File: src/sv/tpp_pkg.sv
// Shared types and constants for the trapezoidal position profiler.
// No dependencies; imported by tpp_search and trapezoidal_position_profiler.
package tpp_pkg;

    localparam int POS_W = 32;   // position fields
    localparam int SPD_W = 8;    // signed speed, hold-off counters
    localparam int MS_W  = 7;    // top speed register, increment, index
    localparam int AP_W  = 8;    // accel_period register
    localparam int IDX_W = 1;    // configuration register index

    localparam logic [IDX_W-1:0] CFG_MAX_SPEED    = 1'b0;
    localparam logic [IDX_W-1:0] CFG_ACCEL_PERIOD = 1'b1;

    typedef enum logic [3:0] {
        ST_IDLE,
        ST_DIFF,
        ST_ABS,
        ST_DIST,
        ST_SEARCH,
        ST_STEP,
        ST_SPEED,
        ST_NEXT
    } tpp_state_t;

    typedef struct packed {
        logic            done;
        logic [MS_W-1:0] inc;
    } search_res_t;

endpackage

File: src/sv/tpp_search.sv
// Deceleration threshold search: one threshold compared per cycle.
// Depends on tpp_pkg.
module tpp_search #(
    parameter int THR_W = 22
) (
    input  logic                      aclk,
    input  logic                      aresetn,
    input  logic                      start_i,
    input  logic [tpp_pkg::POS_W-1:0] dist_i,
    input  logic [tpp_pkg::MS_W-1:0]  size_i,
    input  logic [tpp_pkg::AP_W-1:0]  accel_i,
    output tpp_pkg::search_res_t      res_o
);
    import tpp_pkg::*;

    logic             busy_reg;
    logic [MS_W-1:0]  idx_reg;
    logic [THR_W-1:0] step_reg;   // accel * (idx + 1)
    logic [THR_W-1:0] thr_reg;    // accel * (idx + 1) * (idx + 2) / 2
    logic [THR_W-1:0] accel_ext;
    logic             at_end;
    logic             below;

    assign accel_ext = {{(THR_W-AP_W){1'b0}}, accel_i};
    assign at_end    = (idx_reg == size_i);
    assign below     = (dist_i < {{(POS_W-THR_W){1'b0}}, thr_reg});

    always_comb begin
        res_o.done = busy_reg && (at_end || below);
        res_o.inc  = at_end ? size_i : idx_reg + 1'b1;
    end

    always_ff @(posedge aclk) begin
        if (!aresetn) begin
            busy_reg <= 1'b0;
        end else if (start_i) begin
            busy_reg <= 1'b1;
        end else if (res_o.done) begin
            busy_reg <= 1'b0;
        end
    end

    // Advance the running threshold by accel * (idx + 2) each cycle while the search is busy and not done.
    always_ff @(posedge aclk) begin
        if (start_i) begin
            idx_reg  <= '0;
            step_reg <= accel_ext;
            thr_reg  <= accel_ext;
        end else if (busy_reg && !res_o.done) begin
            idx_reg  <= idx_reg + 1'b1;
            step_reg <= step_reg + accel_ext;
            thr_reg  <= thr_reg + step_reg + accel_ext;
        end
    end

    a_idx_bound: assert property (@(posedge aclk) disable iff (!aresetn)
        busy_reg |-> idx_reg <= size_i)
        else $error("search index passed the threshold count");

    a_inc_bound: assert property (@(posedge aclk) disable iff (!aresetn)
        res_o.done |-> res_o.inc <= size_i)
        else $error("search increment above threshold count");

    a_done_clears: assert property (@(posedge aclk) disable iff (!aresetn)
        (res_o.done && !start_i) |=> !busy_reg)
        else $error("search stayed busy after completion");

endmodule

File: src/sv/trapezoidal_position_profiler.sv
// Trapezoidal position profiler: one setpoint and signed speed per input item.
// An accepted item passes the states DIFF, ABS, DIST, SEARCH (threshold search), STEP,
// SPEED and NEXT into the output register; a new item is taken only in IDLE, after
// the last one has left NEXT, and a stalled result holds the next item in NEXT.
// Reset (aresetn low, synchronous): speed and hold-offs clear, top speed = 16,
// accel_period = 4, no item pending. Depends on tpp_pkg and tpp_search.
module trapezoidal_position_profiler #(
    parameter int MAX_SPEED_LIMIT = 64
) (
    input  logic                             aclk,
    input  logic                             aresetn,
    // configuration write port
    input  logic                             cfg_wr_en,
    input  logic [tpp_pkg::IDX_W-1:0]        cfg_index,
    input  logic [tpp_pkg::AP_W-1:0]         cfg_wdata,
    // input items
    input  logic                             s_valid,
    output logic                             s_ready,
    input  logic signed [tpp_pkg::POS_W-1:0] s_present_position,
    input  logic signed [tpp_pkg::POS_W-1:0] s_goal_position,
    // result items
    output logic                             m_valid,
    input  logic                             m_ready,
    output logic signed [tpp_pkg::POS_W-1:0] m_next_position,
    output logic signed [tpp_pkg::SPD_W-1:0] m_speed_now
);
    import tpp_pkg::*;

    // The top speed register is 7 bits wide, so the threshold count never exceeds 127.
    localparam int SIZE_MAX = (MAX_SPEED_LIMIT < 127) ? MAX_SPEED_LIMIT : 127;
    // Widest threshold the search can reach, accel * (n+1) * (n+2) / 2.
    localparam int THR_W = $clog2(255 * (SIZE_MAX + 1) * (SIZE_MAX + 2) / 2 + 1);
    localparam int ADD_W = POS_W + 2;

    tpp_state_t state_reg, state_next;

    // configuration
    logic [MS_W-1:0] top_speed_reg;
    logic [AP_W-1:0] accel_period_reg;

    // profile state
    logic signed [SPD_W-1:0] speed_reg, speed_next;
    logic [SPD_W-1:0]        down_reg, down_next;
    logic [SPD_W-1:0]        up_reg, up_next;

    // per-item working registers
    logic signed [POS_W-1:0] cur_reg;
    logic signed [POS_W-1:0] goal_reg;
    logic [ADD_W-1:0]        diff_reg;   // goal - cur
    logic [POS_W-1:0]        mag_reg;    // |goal - cur|
    logic [POS_W-1:0]        dist_reg;   // clamp(|goal - cur| - |speed|)
    logic [MS_W-1:0]         inc_reg;
    logic signed [SPD_W-1:0] wanted_reg;

    // output register
    logic                    m_valid_reg;
    logic signed [POS_W-1:0] next_pos_reg;
    logic signed [SPD_W-1:0] speed_out_reg;

    // shared adder
    logic [ADD_W-1:0] op_a, op_b, sum;
    logic             op_cin;

    logic [MS_W-1:0]  size;
    logic [SPD_W-1:0] speed_mag;
    logic [SPD_W-1:0] reload;
    logic             search_start;
    logic             out_free;
    logic             dir_neg;
    logic [POS_W-1:0] sat_pos;
    search_res_t      search_res;

    // Above the limit, the threshold count is the limit itself.
    assign size = (32'(top_speed_reg) > MAX_SPEED_LIMIT) ? MS_W'(SIZE_MAX) : top_speed_reg;

    assign speed_mag = speed_reg[SPD_W-1] ? SPD_W'(-speed_reg) : SPD_W'(speed_reg);
    assign reload    = (accel_period_reg == '0) ? '0 : accel_period_reg - 1'b1;
    assign out_free  = !m_valid_reg || m_ready;
    assign dir_neg   = diff_reg[ADD_W-1];   // goal below present position

    // One adder serves every wide step; operands follow the sequencer.
    always_comb begin
        op_a   = '0;
        op_b   = '0;
        op_cin = 1'b0;
        case (state_reg)
            ST_DIFF: begin
                op_a   = {{2{goal_reg[POS_W-1]}}, goal_reg};
                op_b   = ~{{2{cur_reg[POS_W-1]}}, cur_reg};
                op_cin = 1'b1;
            end
            ST_ABS: begin
                op_a   = dir_neg ? ~diff_reg : diff_reg;
                op_cin = dir_neg;
            end
            ST_DIST: begin
                op_a   = {2'b00, mag_reg};
                op_b   = ~{{(ADD_W-SPD_W){1'b0}}, speed_mag};
                op_cin = 1'b1;
            end
            ST_NEXT: begin
                op_a = {{2{cur_reg[POS_W-1]}}, cur_reg};
                op_b = {{(ADD_W-SPD_W){speed_reg[SPD_W-1]}}, speed_reg};
            end
            default: begin
                op_a = '0;
            end
        endcase
    end

    assign sum = op_a + op_b + {{(ADD_W-1){1'b0}}, op_cin};

    // Saturate the new position to the signed 32-bit range.
    always_comb begin
        sat_pos = sum[POS_W-1:0];
        if (!sum[ADD_W-1] && (sum[ADD_W-2:POS_W-1] != 2'b00)) begin
            sat_pos = {1'b0, {(POS_W-1){1'b1}}};
        end else if (sum[ADD_W-1] && (sum[ADD_W-2:POS_W-1] != 2'b11)) begin
            sat_pos = {1'b1, {(POS_W-1){1'b0}}};
        end
    end

    // Speed moves one unit toward the wanted step unless that side is held off.
    always_comb begin
        speed_next = speed_reg;
        down_next  = down_reg;
        up_next    = up_reg;
        if ((speed_reg > wanted_reg) && (down_reg == '0)) begin
            speed_next = speed_reg - 1'b1;
            down_next  = reload;
        end else if ((speed_reg < wanted_reg) && (up_reg == '0)) begin
            speed_next = speed_reg + 1'b1;
            up_next    = reload;
        end else begin
            if (down_reg != '0) down_next = down_reg - 1'b1;
            if (up_reg != '0)   up_next   = up_reg - 1'b1;
        end
    end

    tpp_search #(
        .THR_W (THR_W)
    ) u_search (
        .aclk    (aclk),
        .aresetn (aresetn),
        .start_i (search_start),
        .dist_i  (dist_reg),
        .size_i  (size),
        .accel_i (accel_period_reg),
        .res_o   (search_res)
    );

    // Sequencer
    always_ff @(posedge aclk) begin
        if (!aresetn) begin
            state_reg <= ST_IDLE;
        end else begin
            state_reg <= state_next;
        end
    end

    always_comb begin
        state_next   = state_reg;
        s_ready      = 1'b0;
        search_start = 1'b0;
        case (state_reg)
            ST_IDLE: begin
                s_ready = 1'b1;
                if (s_valid) state_next = ST_DIFF;
            end
            ST_DIFF: state_next = ST_ABS;
            ST_ABS:  state_next = ST_DIST;
            ST_DIST: begin
                search_start = 1'b1;
                state_next   = ST_SEARCH;
            end
            ST_SEARCH: begin
                if (search_res.done) state_next = ST_STEP;
            end
            ST_STEP:  state_next = ST_SPEED;
            ST_SPEED: state_next = ST_NEXT;
            ST_NEXT: begin
                // hold until the output register can take the item
                if (out_free) state_next = ST_IDLE;
            end
            default: state_next = ST_IDLE;
        endcase
    end

    // Configuration registers
    always_ff @(posedge aclk) begin
        if (!aresetn) begin
            top_speed_reg    <= MS_W'(16);
            accel_period_reg <= AP_W'(4);
        end else if (cfg_wr_en) begin
            case (cfg_index)
                CFG_MAX_SPEED:    top_speed_reg    <= cfg_wdata[MS_W-1:0];
                CFG_ACCEL_PERIOD: accel_period_reg <= cfg_wdata;
                default:          top_speed_reg    <= top_speed_reg;
            endcase
        end
    end

    // Profile state: speed and hold-off counters
    always_ff @(posedge aclk) begin
        if (!aresetn) begin
            speed_reg <= '0;
            down_reg  <= '0;
            up_reg    <= '0;
        end else if (state_reg == ST_SPEED) begin
            speed_reg <= speed_next;
            down_reg  <= down_next;
            up_reg    <= up_next;
        end
    end

    // Working registers of one item
    always_ff @(posedge aclk) begin
        case (state_reg)
            ST_IDLE: begin
                if (s_valid) begin
                    cur_reg  <= s_present_position;
                    goal_reg <= s_goal_position;
                end
            end
            ST_DIFF: diff_reg <= sum;
            ST_ABS:  mag_reg  <= sum[POS_W-1:0];
            // drop a negative remainder to zero
            ST_DIST: dist_reg <= sum[ADD_W-1] ? '0 : sum[POS_W-1:0];
            ST_SEARCH: begin
                if (search_res.done) inc_reg <= search_res.inc;
            end
            ST_STEP: begin
                // step magnitude is the smaller of distance and increment
                if (mag_reg <= {{(POS_W-MS_W){1'b0}}, inc_reg}) begin
                    wanted_reg <= dir_neg ? -$signed(mag_reg[SPD_W-1:0])
                                          : $signed(mag_reg[SPD_W-1:0]);
                end else begin
                    wanted_reg <= dir_neg ? -$signed({1'b0, inc_reg})
                                          : $signed({1'b0, inc_reg});
                end
            end
            default: begin
                wanted_reg <= wanted_reg;
            end
        endcase
    end

    // Output register: take a finished item, release it on m_ready.
    always_ff @(posedge aclk) begin
        if (!aresetn) begin
            m_valid_reg <= 1'b0;
        end else if ((state_reg == ST_NEXT) && out_free) begin
            m_valid_reg <= 1'b1;
        end else if (m_ready) begin
            m_valid_reg <= 1'b0;
        end
    end

    always_ff @(posedge aclk) begin
        if ((state_reg == ST_NEXT) && out_free) begin
            next_pos_reg  <= sat_pos;
            speed_out_reg <= speed_reg;
        end
    end

    assign m_valid         = m_valid_reg;
    assign m_next_position = next_pos_reg;
    assign m_speed_now     = speed_out_reg;

    a_speed_bound: assert property (@(posedge aclk) disable iff (!aresetn)
        (speed_reg <= $signed(SPD_W'(SIZE_MAX))) && (speed_reg >= -$signed(SPD_W'(SIZE_MAX))))
        else $error("profile speed beyond the threshold count");

    a_speed_only_in_update: assert property (@(posedge aclk) disable iff (!aresetn)
        (state_reg != ST_SPEED) |=> $stable(speed_reg))
        else $error("profile speed changed outside the update step");

    a_accept_starts: assert property (@(posedge aclk) disable iff (!aresetn)
        (s_valid && s_ready) |=> (state_reg == ST_DIFF))
        else $error("accepted item did not start the sequence");

    a_result_from_next: assert property (@(posedge aclk) disable iff (!aresetn)
        $rose(m_valid) |-> ($past(state_reg) == ST_NEXT))
        else $error("result appeared outside the final step");

endmodule
File: config.mk
export PLATFORM = sky130hd
export DESIGN_NAME = trapezoidal_position_profiler
export DESIGN_NICKNAME = d
export VERILOG_FILES = /design/src/sv/tpp_pkg.sv /design/src/sv/tpp_search.sv /design/src/sv/trapezoidal_position_profiler.sv
export SDC_FILE = /design/constraint.sdc
export NUM_CORES = 1
export LEC_CHECK = 0
export ABC_AREA = 1
export CORE_MARGIN = 10
export CORE_UTILIZATION = 55
export CTS_BUF_LIST = sky130_fd_sc_hd__clkbuf_16
export CTS_CLUSTER_DIAMETER = 120
export DETAILED_ROUTE_END_ITERATION = 10
export DONT_BUFFER_PORTS = 1
export MAX_ROUTING_LAYER = met4
export PLACE_DENSITY = 0.77
export SLEW_MARGIN = 5
export SYNTH_ARGS = -nofsm -noshare
export SYNTH_HDL_FRONTEND = slang
export SYNTH_SLANG_ARGS = --single-unit
File: constraint.sdc
create_clock -name aclk -period 12.6 [get_ports aclk]
set_clock_uncertainty 0.1 [all_clocks]
set_input_delay 1.89 -clock aclk [delete_from_list [all_inputs] [get_ports aclk]]
set_output_delay 1.89 -clock aclk [all_outputs]
set_load 0.01 [all_outputs]
; Word level (Yosys, flattened, before mapping)
; Cells that the tools add are included.
; Widths: inputs -> output; s select.
[classes]
n_addsub = 14
bitwise = 5
shift = 0
n_mux = 33
reduce_logical = 34
multipliers = 0
n_lt_le_gt_ge = 5
eq_ne = 13
div = 0
[op_table]
columns = operator, count
row1 = $pmux 34 s4, 1
row2 = $mux 8, 16
row3 = $pmux 34 s3, 1
row4 = $not 34->34, 2
row5 = $add 20x8->20, 2
row6 = $add 34x1->34, 1
row7 = $add 34x34->34, 1
row8 = $mux 34, 1
row9 = $not 8->34, 1
row10 = $le 32x7->1, 1
row11 = $lt 32x20->1, 1
row12 = $mux 32, 1
row13 = $pmux 4 s8, 1
row14 = $sub 8x1->8 const B, 4
row15 = $logic_not 8->1, 3
row16 = $add 20x20->20, 1
row17 = $eq 4x3->1 const B, 4
row18 = $neg 8->8, 2
row19 = $reduce_bool 8->1, 2
row20 = $mux 7, 2
row21 = $reduce_bool 2->1, 7
row22 = $mux 4, 3
row23 = $reduce_and 2->1, 5
row24 = $reduce_and 3->1, 3
row25 = other kinds (19), 38
[word_totals]
output_inout_bits = 42
romBits = 0
in_bits = 78
reg_bits = 309
memories = 0
latch_bits = 0
mem_bits_rw = 0

; Longest topological paths before layout
; Gate-level depths: netlist (run 1).
[depth]
ltp_word = 9
depth_mapped = 25
depth_no_buf = 24

; By module
; Synthesis (run 1) repeated with hierarchy kept, for this count alone.
[unflattened]
hier_cells = 2238
hier_area_um2 = 18815.5
[modules_own_cells]
columns = module, n_inst, cells_each, seq_area_each_um2, area_each_um2
row1 = trapezoidal_position_profiler, 1, 1548, 7377.1, 14101.0
row2 = tpp_search, 1, 690, 1121.1, 4714.5

; Worst setup path after synthesis (run 1)
; No wires, ideal clock.
[synth_path]
kind = input-to-reg
from = input s_valid
to = register cur_reg[0] (enable)
stages = 2
path_slack_ns = 5.660
arrival_time_ns = 6.275
setup_ns = 0.565
required_ns = 11.935
path_buffers = 0
cell_sequence = inv_1 -> nor3_1
[synth_between]
elab_chain_len = 1
[synth_rtl]
columns = item, line
row1 = from (decl), trapezoidal_position_profiler.sv:17  ; input logic s_valid,
row2 = $reduce_and 2->1 (no line), -
row3 = to (signal assigned), trapezoidal_position_profiler.sv:221  ; cur_reg <= s_present_position;
row4 = to (decl), trapezoidal_position_profiler.sv:47  ; logic signed [POS_W-1:0] cur_reg;
; Every way passes these cells.
; A chain may end at the register's enable or synchronous reset.

; Worst setup path after layout (run 1)
[layout_path]
from = register state_reg[0]
to = register next_pos_reg[12], in the netlist m_next_position[12], data pin
[layout_between]
elab_chain_len = 7
elab_cells_between_ends = 16
classes_between = add/sub (2) / eq/ne (5) / mux (4) / reduce/logical (5)
[layout_rtl]
columns = item, line
row1 = from (decl), trapezoidal_position_profiler.sv:35  ; tpp_state_t state_reg, state_next;
row2 = from (signal assigned), trapezoidal_position_profiler.sv:157  ; state_reg <= state_next;
row3 = $eq 4x3->1 (tied with other cells), trapezoidal_position_profiler.sv:86  ; case (state_reg)
row4 = $pmux 34 s4 (tied with other cells), trapezoidal_position_profiler.sv:86
row5 = $add 34x34->34 or $pmux 1 s2 (tied branches), "trapezoidal_position_profiler.sv:111, trapezoidal_position_profiler.sv:86"
row6 = $add 34x1->34 (*), trapezoidal_position_profiler.sv:111  ; assign sum = op_a + op_b + {{(ADD_W-1){1'b0}}, op_cin};
row7 = named net sum[32], trapezoidal_position_profiler.sv:61  ; logic [ADD_W-1:0] op_a, op_b, sum;
row8 = $ne 2x2->1, trapezoidal_position_profiler.sv:118  ; end else if (sum[ADD_W-1] && (sum[ADD_W-2:POS_W-1] != 2'b11)) begin
row9 = $logic_and 1x1->1, trapezoidal_position_profiler.sv:118
row10 = $mux 32, trapezoidal_position_profiler.sv:118
row11 = to (signal assigned), trapezoidal_position_profiler.sv:261  ; next_pos_reg <= sat_pos;
row12 = to (decl), trapezoidal_position_profiler.sv:57  ; logic signed [POS_W-1:0] next_pos_reg;
; The timed path passes the listed nets; every way through them passes the cells marked *.

==> results of run 1 <==
-- routing by layer --
metal | part of all wire, % | GRT usage, % | up-vias | wire (um)
met2 | 48 | 39.3 | 575 | 23200
met1 | 42 | 29.3 | 6927 | 20300
li1 | - | - | 7091 | -
met4 | 3.8 | 9.87 | 0 | 1880
met3 | 7.0 | 4.36 | 130 | 3400
met5 | 0 | - | - | 0
-- area by class of cell --
cell class / instances / area (um^2)
clock buffer: 37 / 926
clock inverter: 28 / 233
fill: 2756 / 12900
inverter: 226 / 848
multi-input combinational: 1486 / 8450
sequential: 308 / 8500
tap: 442 / 553
timing repair buffer: 11 / 82.6
-- path summary, 6_finish.rpt --
check | to | depth (start not counted) | startpoint
min reg2reg | top_speed_reg[3]$_SDFFE_PN0P_ | 2 | top_speed_reg[3]$_SDFFE_PN0P_
max | m_next_position[12]$_SDFFCE_PP1P_ | 22 | state_reg[0]$_SDFFE_PN0P_
min | top_speed_reg[3]$_SDFFE_PN0P_ | 2 | top_speed_reg[3]$_SDFFE_PN0P_
max reg2reg | m_next_position[12]$_SDFFCE_PP1P_ | 22 | state_reg[0]$_SDFFE_PN0P_
-- per-stage QoR --
stage	hold WS [ns]	area, um^2	std cells	utilization [%]
5_1_grt	0.418	19600	2538	60.4
3_5_place_dp	0.376	18400	2473	56.8
6_report	0.381	19600	2538	60.4
4_1_cts	0.386	19600	2538	60.4
3_3_place_gp	0.364	18400	2473	56.8
2_1_floorplan	0.335	18000	2076	-
-- cells by family after synthesis --
| kind of cell | count (synthesis) | synth area share (%) |
|---|---|---|
| buf+inv | 282 | 6.06 |
| flops | 308 | 47.2 |
| compound gates | 440 | 13.7 |
| fa+ha+maj | 129 | 9.50 |
| simple gates | 828 | 19.1 |
| xor+xnor | 89 | 4.41 |
-- cell usage in the layout (no fill, tap or decap), drive strengths merged, types with 2 or more instances in the layout --
master / n
xor2: 56
nand2: 450
o21bai: 6
nand4: 16
nor2: 185
bufinv: 2
o21a: 5
a21oi: 167
clkinv: 19
o21ai: 166
a31oi: 4
xnor2: 33
o221ai: 2
and2: 3
nor3: 31
nand3: 102
a21boi: 5
or2: 21
fa: 13
a22oi: 38
o211ai: 11
edfxtp: 233
nor4: 14
o41ai: 2
o22ai: 11
and3: 2
dfxtp: 75
buf: 11
a211oi: 6
nand3b: 2
o31ai: 5
ha: 116
a21o: 9
clkbuf: 37
inv: 232
-- tightest hold or removal path, stage by stage, from the launching register on --
cell	delay (ns)
dfxtp_1	0.31
inv_1	0.07
a21oi_1	0.06
-- synth_stat cells, types with 32 or more instances --
cell type    n  area share [%]
a21oi_1    167             4.6
a22oi_1     38             1.6
clkbuf_1    36            0.75
dfxtp_1     75             8.3
edfxtp_1   233              39
ha_1       116             8.1
inv_1      218             4.5
nand2_1    449             9.4
nand3_1    102             2.8
nor2_1     184             3.8
o21ai_0    161             4.5
xnor2_1     32             1.6
xor2_1      55             2.7
-- power by group --
group          total (mW)  internal [mW]  leakage [nW]  switching (mW)
clock                1.02          0.583         0.588           0.436
combinational        1.28          0.403          4.91           0.879
sequential           1.46           1.35          2.78           0.105
total                3.76           2.34          8.28            1.42
==> impl_metrics.ini, run 1 <==
[clocking]
clk_latency_ns = 0.56
cts_hold_buffers = 0
clkSlewWorstSetupHoldPaths_ns = 0.06
post_cts_buffers = 0
cts_resized = 0
clk_path_buf_depth = 3
clock-root-buffer = clkbuf_16
cts_tree = yes
cts_made_buffers = 36
cts.htree.levels = 2
cts_num_sinks = 308

[timing]
fmax_ghz = 0.169
hold_violations = 0
rsz0062_at_grt = false
finalSetupTns_ns = 0
worst_slack_ns = 6.70
worst_pin_slew_ns = 1.19
report.final.slew_viol_count = 0
setup_viol = 0
slew_headroom_pct = 20.5
finalCritPeriodShare_pct = 46.9
period_minus_slack_ns = 5.90

[job]
maxCapViolCount = 0

[setup_path]
crit_buf_inv = 3
crit_arrival_ns = 6.10
cp.required_ns = 12.79
path_class = flip-flop to flip-flop
critical_path.max_fanout = 67
max_stage_delay_ns = 0.75
reg2reg_slack_ns = 6.70
critical-path-top-delay-family = simple AND/OR/NAND/NOR gates
end_kind = flip-flop
startpoint_type = flip-flop
slowest_stage = buf_4
path_common_cell = nand2_1
path_cells = nand2_2, nor2_4, buf_4, a22oi_1, o211ai_1, fa_1, inv_1, fa_1, inv_1, nand2_1, a21oi_1, nand2_1, nand2_1, nand2_1, nand2_1, nand4_1, nand3_1, nand2_1, nand2_1, nand2_1, nand2_1, nand2_1

[floorplanning]
num_rows = 66
start_util_pct = 55.5
core_area_um2 = 32500
die_area_um2 = 40400
fp.dieH_um = 201
die_w_um = 201
io_pins = 120

[logic_synthesis]
ys_async_sr_fraction_pct = 0
synth_edf_count = 233
syn_avg_cell_area_um2 = 8.68
syn_inst = 2076
synth_nets = 2283
ys_warn_count = 0
dominantRegCellSynth = edfxtp_1
seq_area_frac_synth_pct = 47.2
synth-seq-cells = 308
yosysUniqueCellTypes = 51
syn_area_um2 = 18000

[drt]
vias = 14700
drt_first_pass_iters = 6
ant_nets = 0
via_per_inst = 5.80
avgRoutedWirePerCell_um = 19.2
route.detailed.drc = 0
dr.first_iter.drc_count = 1341
wirelength_mm = 48.8

[global_route]
grt_overflow = 0
first_global_vias = 14400
grt_max_degree = 68
grt_pass1_wl_mm = 76.8
antenna_found_initial = 0
grt_use_total_pct = 24.2

[outcome]
outcome = completed

[finish]
fin_nets = 2276
antenna_cells = 0
drive_gt1_share_pct = 4.91
syn_to_final_growth_pct = 8.76
largest_reg_flops = 34

[placement]
hpwl_mm = 36.6
port_buffers = 0
place_congestion = 1.06
dp_slack_ns = 6.83

[pwr]
ir_drop_mv = 0.165
p_leak_nw = 8.28
powerDensity_nw_per_um2 = 192
power_mw = 3.76

[hold_path]
min_path_type = flip-flop to flip-flop
Note: power is estimated with default switching activity, not from simulation.
==> run 2: changes to the inputs <==
--- a/config.mk
+++ b/config.mk
@@ -5,7 +5,7 @@
 export SDC_FILE = /design/constraint.sdc
 export NUM_CORES = 1
 export LEC_CHECK = 0
-export ABC_AREA = 1
+export ABC_AREA = 0
 export CORE_MARGIN = 10
 export CORE_UTILIZATION = 55
 export CTS_BUF_LIST = sky130_fd_sc_hd__clkbuf_16
@@ -13,7 +13,7 @@
 export DETAILED_ROUTE_END_ITERATION = 10
 export DONT_BUFFER_PORTS = 1
 export MAX_ROUTING_LAYER = met4
-export PLACE_DENSITY = 0.77
+export PLACE_DENSITY = 0.8
 export SLEW_MARGIN = 5
 export SYNTH_ARGS = -nofsm -noshare
 export SYNTH_HDL_FRONTEND = slang
==> constraint.sdc (replaced) <==
create_clock -name aclk -period 5.4 [get_ports aclk]
set_clock_uncertainty 0.1 [all_clocks]
set_input_delay 0.81 -clock aclk [delete_from_list [all_inputs] [get_ports aclk]]
set_output_delay 0.81 -clock aclk [all_outputs]
set_load 0.01 [all_outputs]
==> run 2 against run 1 <==
Compared with the run above:
- combinational power grew 98%
- power grew 120%
- clock-buffer cell count shrank 1
- final cell count shrank 16%
- sequential share of layout area grew 0.52 points
- fmax grew 16%
==> impl_metrics.ini, run 2 <==
[logic_synthesis]
syn_avg_cell_area_um2 = 10.5
syn_inst = 1696
yosysTopAreaCell = edfxtp_1
synth.most_common_cell = edfxtp_1
synth_top_area_share_pct = 39.3
synth-seq-cells = 308
synth_nets = 1903
seq_area_frac_synth_pct = 47.8
synth_edf_count = 233
ys_warn_count = 0
syn_area_um2 = 17800
synth_commonest_cells = edfxtp_1 (233), a21oi_1 (127), inv_1 (126), nor2_1 (125), ha_1 (116)
ys_async_sr_fraction_pct = 0
dominantRegCellSynth = edfxtp_1
yosysUniqueCellTypes = 89
ys_top_cells_by_area = edfxtp_1 (39%), dfxtp_1 (8.4%), ha_1 (8.2%)

[clocking]
post_cts_buffers = 0
cts.htree.levels = 2
clkSlewWorstSetupHoldPaths_ns = 0.06
cts_hold_buffers = 0
cts_made_buffers = 35
clk_latency_ns = 0.52
cts_tree = yes
cts_resized = 0
cts_num_sinks = 308
clk_path_buf_depth = 3
clock-root-buffer = clkbuf_16

[global_route]
grt_overflow = 0
antenna_found_initial = 1
first_global_vias = 12900
grt_max_degree = 64
grt_use_total_pct = 23.1
grt_pass1_wl_mm = 70.9

[placement]
dp_slack_ns = 0.406
port_buffers = 0
dpl_cell_area_um2 = 18200
hpwl_mm = 33.3
place_congestion = 0.969

[drt]
vias = 13200
wirelength_mm = 45.4
drt_first_pass_iters = 6
ant_nets = 0
avgRoutedWirePerCell_um = 21.4
dr.first_iter.drc_count = 1143
via_per_inst = 6.20
route.detailed.drc = 0

[job]
maxCapViolCount = 0

[finish]
syn_to_final_growth_pct = 8.82
fin_nets = 1899
largest_reg_flops = 34
antenna_cells = 0
layout_common_cells = edfxtp_1 (233), inv_1 (131), a21oi_1 (127)
design_area_um2 = 19400
final_common_cell = edfxtp_1
drive_gt1_share_pct = 8.03

[setup_path]
startpoint_type = flip-flop
r2r_start = state_reg[1]$_SDFFE_PN0P_
path_class = flip-flop to flip-flop
critical_path.max_fanout = 63
worstRegToRegCells = 16
timing.rr.end = m_next_position[8]$_SDFFCE_PP1P_
cp.required_ns = 5.66
crit_arrival_ns = 5.37
reg2reg_slack_ns = 0.29
end_kind = flip-flop

[hold_path]
min_path_cells = 1
hold_path_startpoint = aresetn
min_to = top_speed_reg[4]$_SDFFE_PN1P_
min_path_type = input port to flip-flop

[pwr]
pwr-share-clk_pct = 28.7
ir_drop_mv = 0.324
p_sw_share_pct = 34.4
powerDensity_nw_per_um2 = 421
p_seq_share_pct = 40.1
p_leak_nw = 7.78
switchingPower_mw = 2.80
p_comb_share_pct = 31.2
power.internal_mw = 5.35

[timing]
setup_viol = 0
report.final.slew_viol_count = 0
worst_pin_slew_ns = 1.10
finalSetupTns_ns = 0
hold-worst-slack_ns = 0.276
hold_violations = 0
rsz0062_at_grt = false
slew_headroom_pct = 26.1
finalCritPeriodShare_pct = 94.6
fmax_ghz = 0.196
worst_slack_ns = 0.289
period_minus_slack_ns = 5.11

[floorplanning]
die_area_um2 = 40000
io_pins = 120
fp.dieH_um = 200
num_rows = 65
die_w_um = 200
start_util_pct = 56.1
core_area_um2 = 31700

[outcome]
outcome = completed
run 2: cell types whose count changed after synthesis, moves of 32 or more:
cell / previous run / this run
mux2i_1: 0 / 32
nor2_1: 184 / 125
o21ai_0: 161 / 86
nand3_1: 102 / 34
inv_1: 218 / 126
nand2_1: 449 / 115
a21oi_1: 167 / 127
a22oi_1: 38 / 4
run 2: power groups by stage:
| stage | registers, mW | logic (mW) | clock network, mW |
|---|---|---|---|
| finish | 3.27 | 2.54 | 2.34 |
| global route | 3.29 | 2.80 | 2.46 |
| CTS | 3.26 | 2.52 | 2.38 |
| detailed placement | 3.31 | 2.50 | 0 |
| global placement | 3.30 | 2.41 | 0 |
| floorplan | 3.22 | 1.89 | 0 |
run 2: metrics by stage:
stage,utilization [%],cells,total power [mW]
finish,61.1,2120,8.15
global route,61.1,2120,8.56
CTS,61.1,2120,8.16
detailed placement,57.5,2057,5.81
global placement,57.5,2057,5.71
floorplan,-,1696,5.10
run 2: worst max-delay path by stage:
stage / start / end
6_report: state_reg[1]$_SDFFE_PN0P_ / m_next_position[8]$_SDFFCE_PP1P_
5_1_grt: state_reg[1]$_SDFFE_PN0P_ / m_next_position[12]$_SDFFCE_PP1P_
4_1_cts: state_reg[1]$_SDFFE_PN0P_ / m_next_position[8]$_SDFFCE_PP1P_
3_5_place_dp: state_reg[1]$_SDFFE_PN0P_ / m_next_position[20]$_SDFFCE_PP1P_
3_3_place_gp: state_reg[1]$_SDFFE_PN0P_ / m_next_position[4]$_SDFFCE_PP1P_
2_1_floorplan: state_reg[1]$_SDFFE_PN0P_ / m_next_position[23]$_SDFFCE_PP1P_
run 2: worst max-delay path, cell delays in order (launching register included):
cell	delay, ns
dfxtp_1	0.63
inv_1	0.22
nor3_2	0.36
buf_12	0.33
a22o_1	0.19
a221o_1	0.11
ha_1	0.31
a21o_1	0.23
a21o_1	0.20
a2111oi_0	0.66
o41ai_2	0.24
mux2i_1	0.16
a31oi_1	0.16
nor3b_2	0.42
a21boi_4	0.09
buf_4	0.28
a21oi_1	0.19
run 2: layer usage:
metal  wire length (um)  GRT usage [%]
met5                  0              -
met4               1720           8.86
met3               2370           3.32
met2              22100           38.2
met1              19200           28.2
run 2: kinds of logic after synthesis:
logic type	share of synthesized area, %
AOI/OAI and AO/OA	18.8
xor gates and xnor gates	5.51
adders and majority gates	9.62
buffers and inverters	4.58
DFF	47.8
muxes	2.05
and+or+nand+nor	11.7
run 2: final cells by class:
cell class                 count  area [um^2]
timing repair buffer          30          238
fill                        2563        12400
tap                          402          503
inverter                     130          489
clock buffer                  36          901
sequential                   308         8500
clock inverter                27          239
multi-input combinational   1187         8500
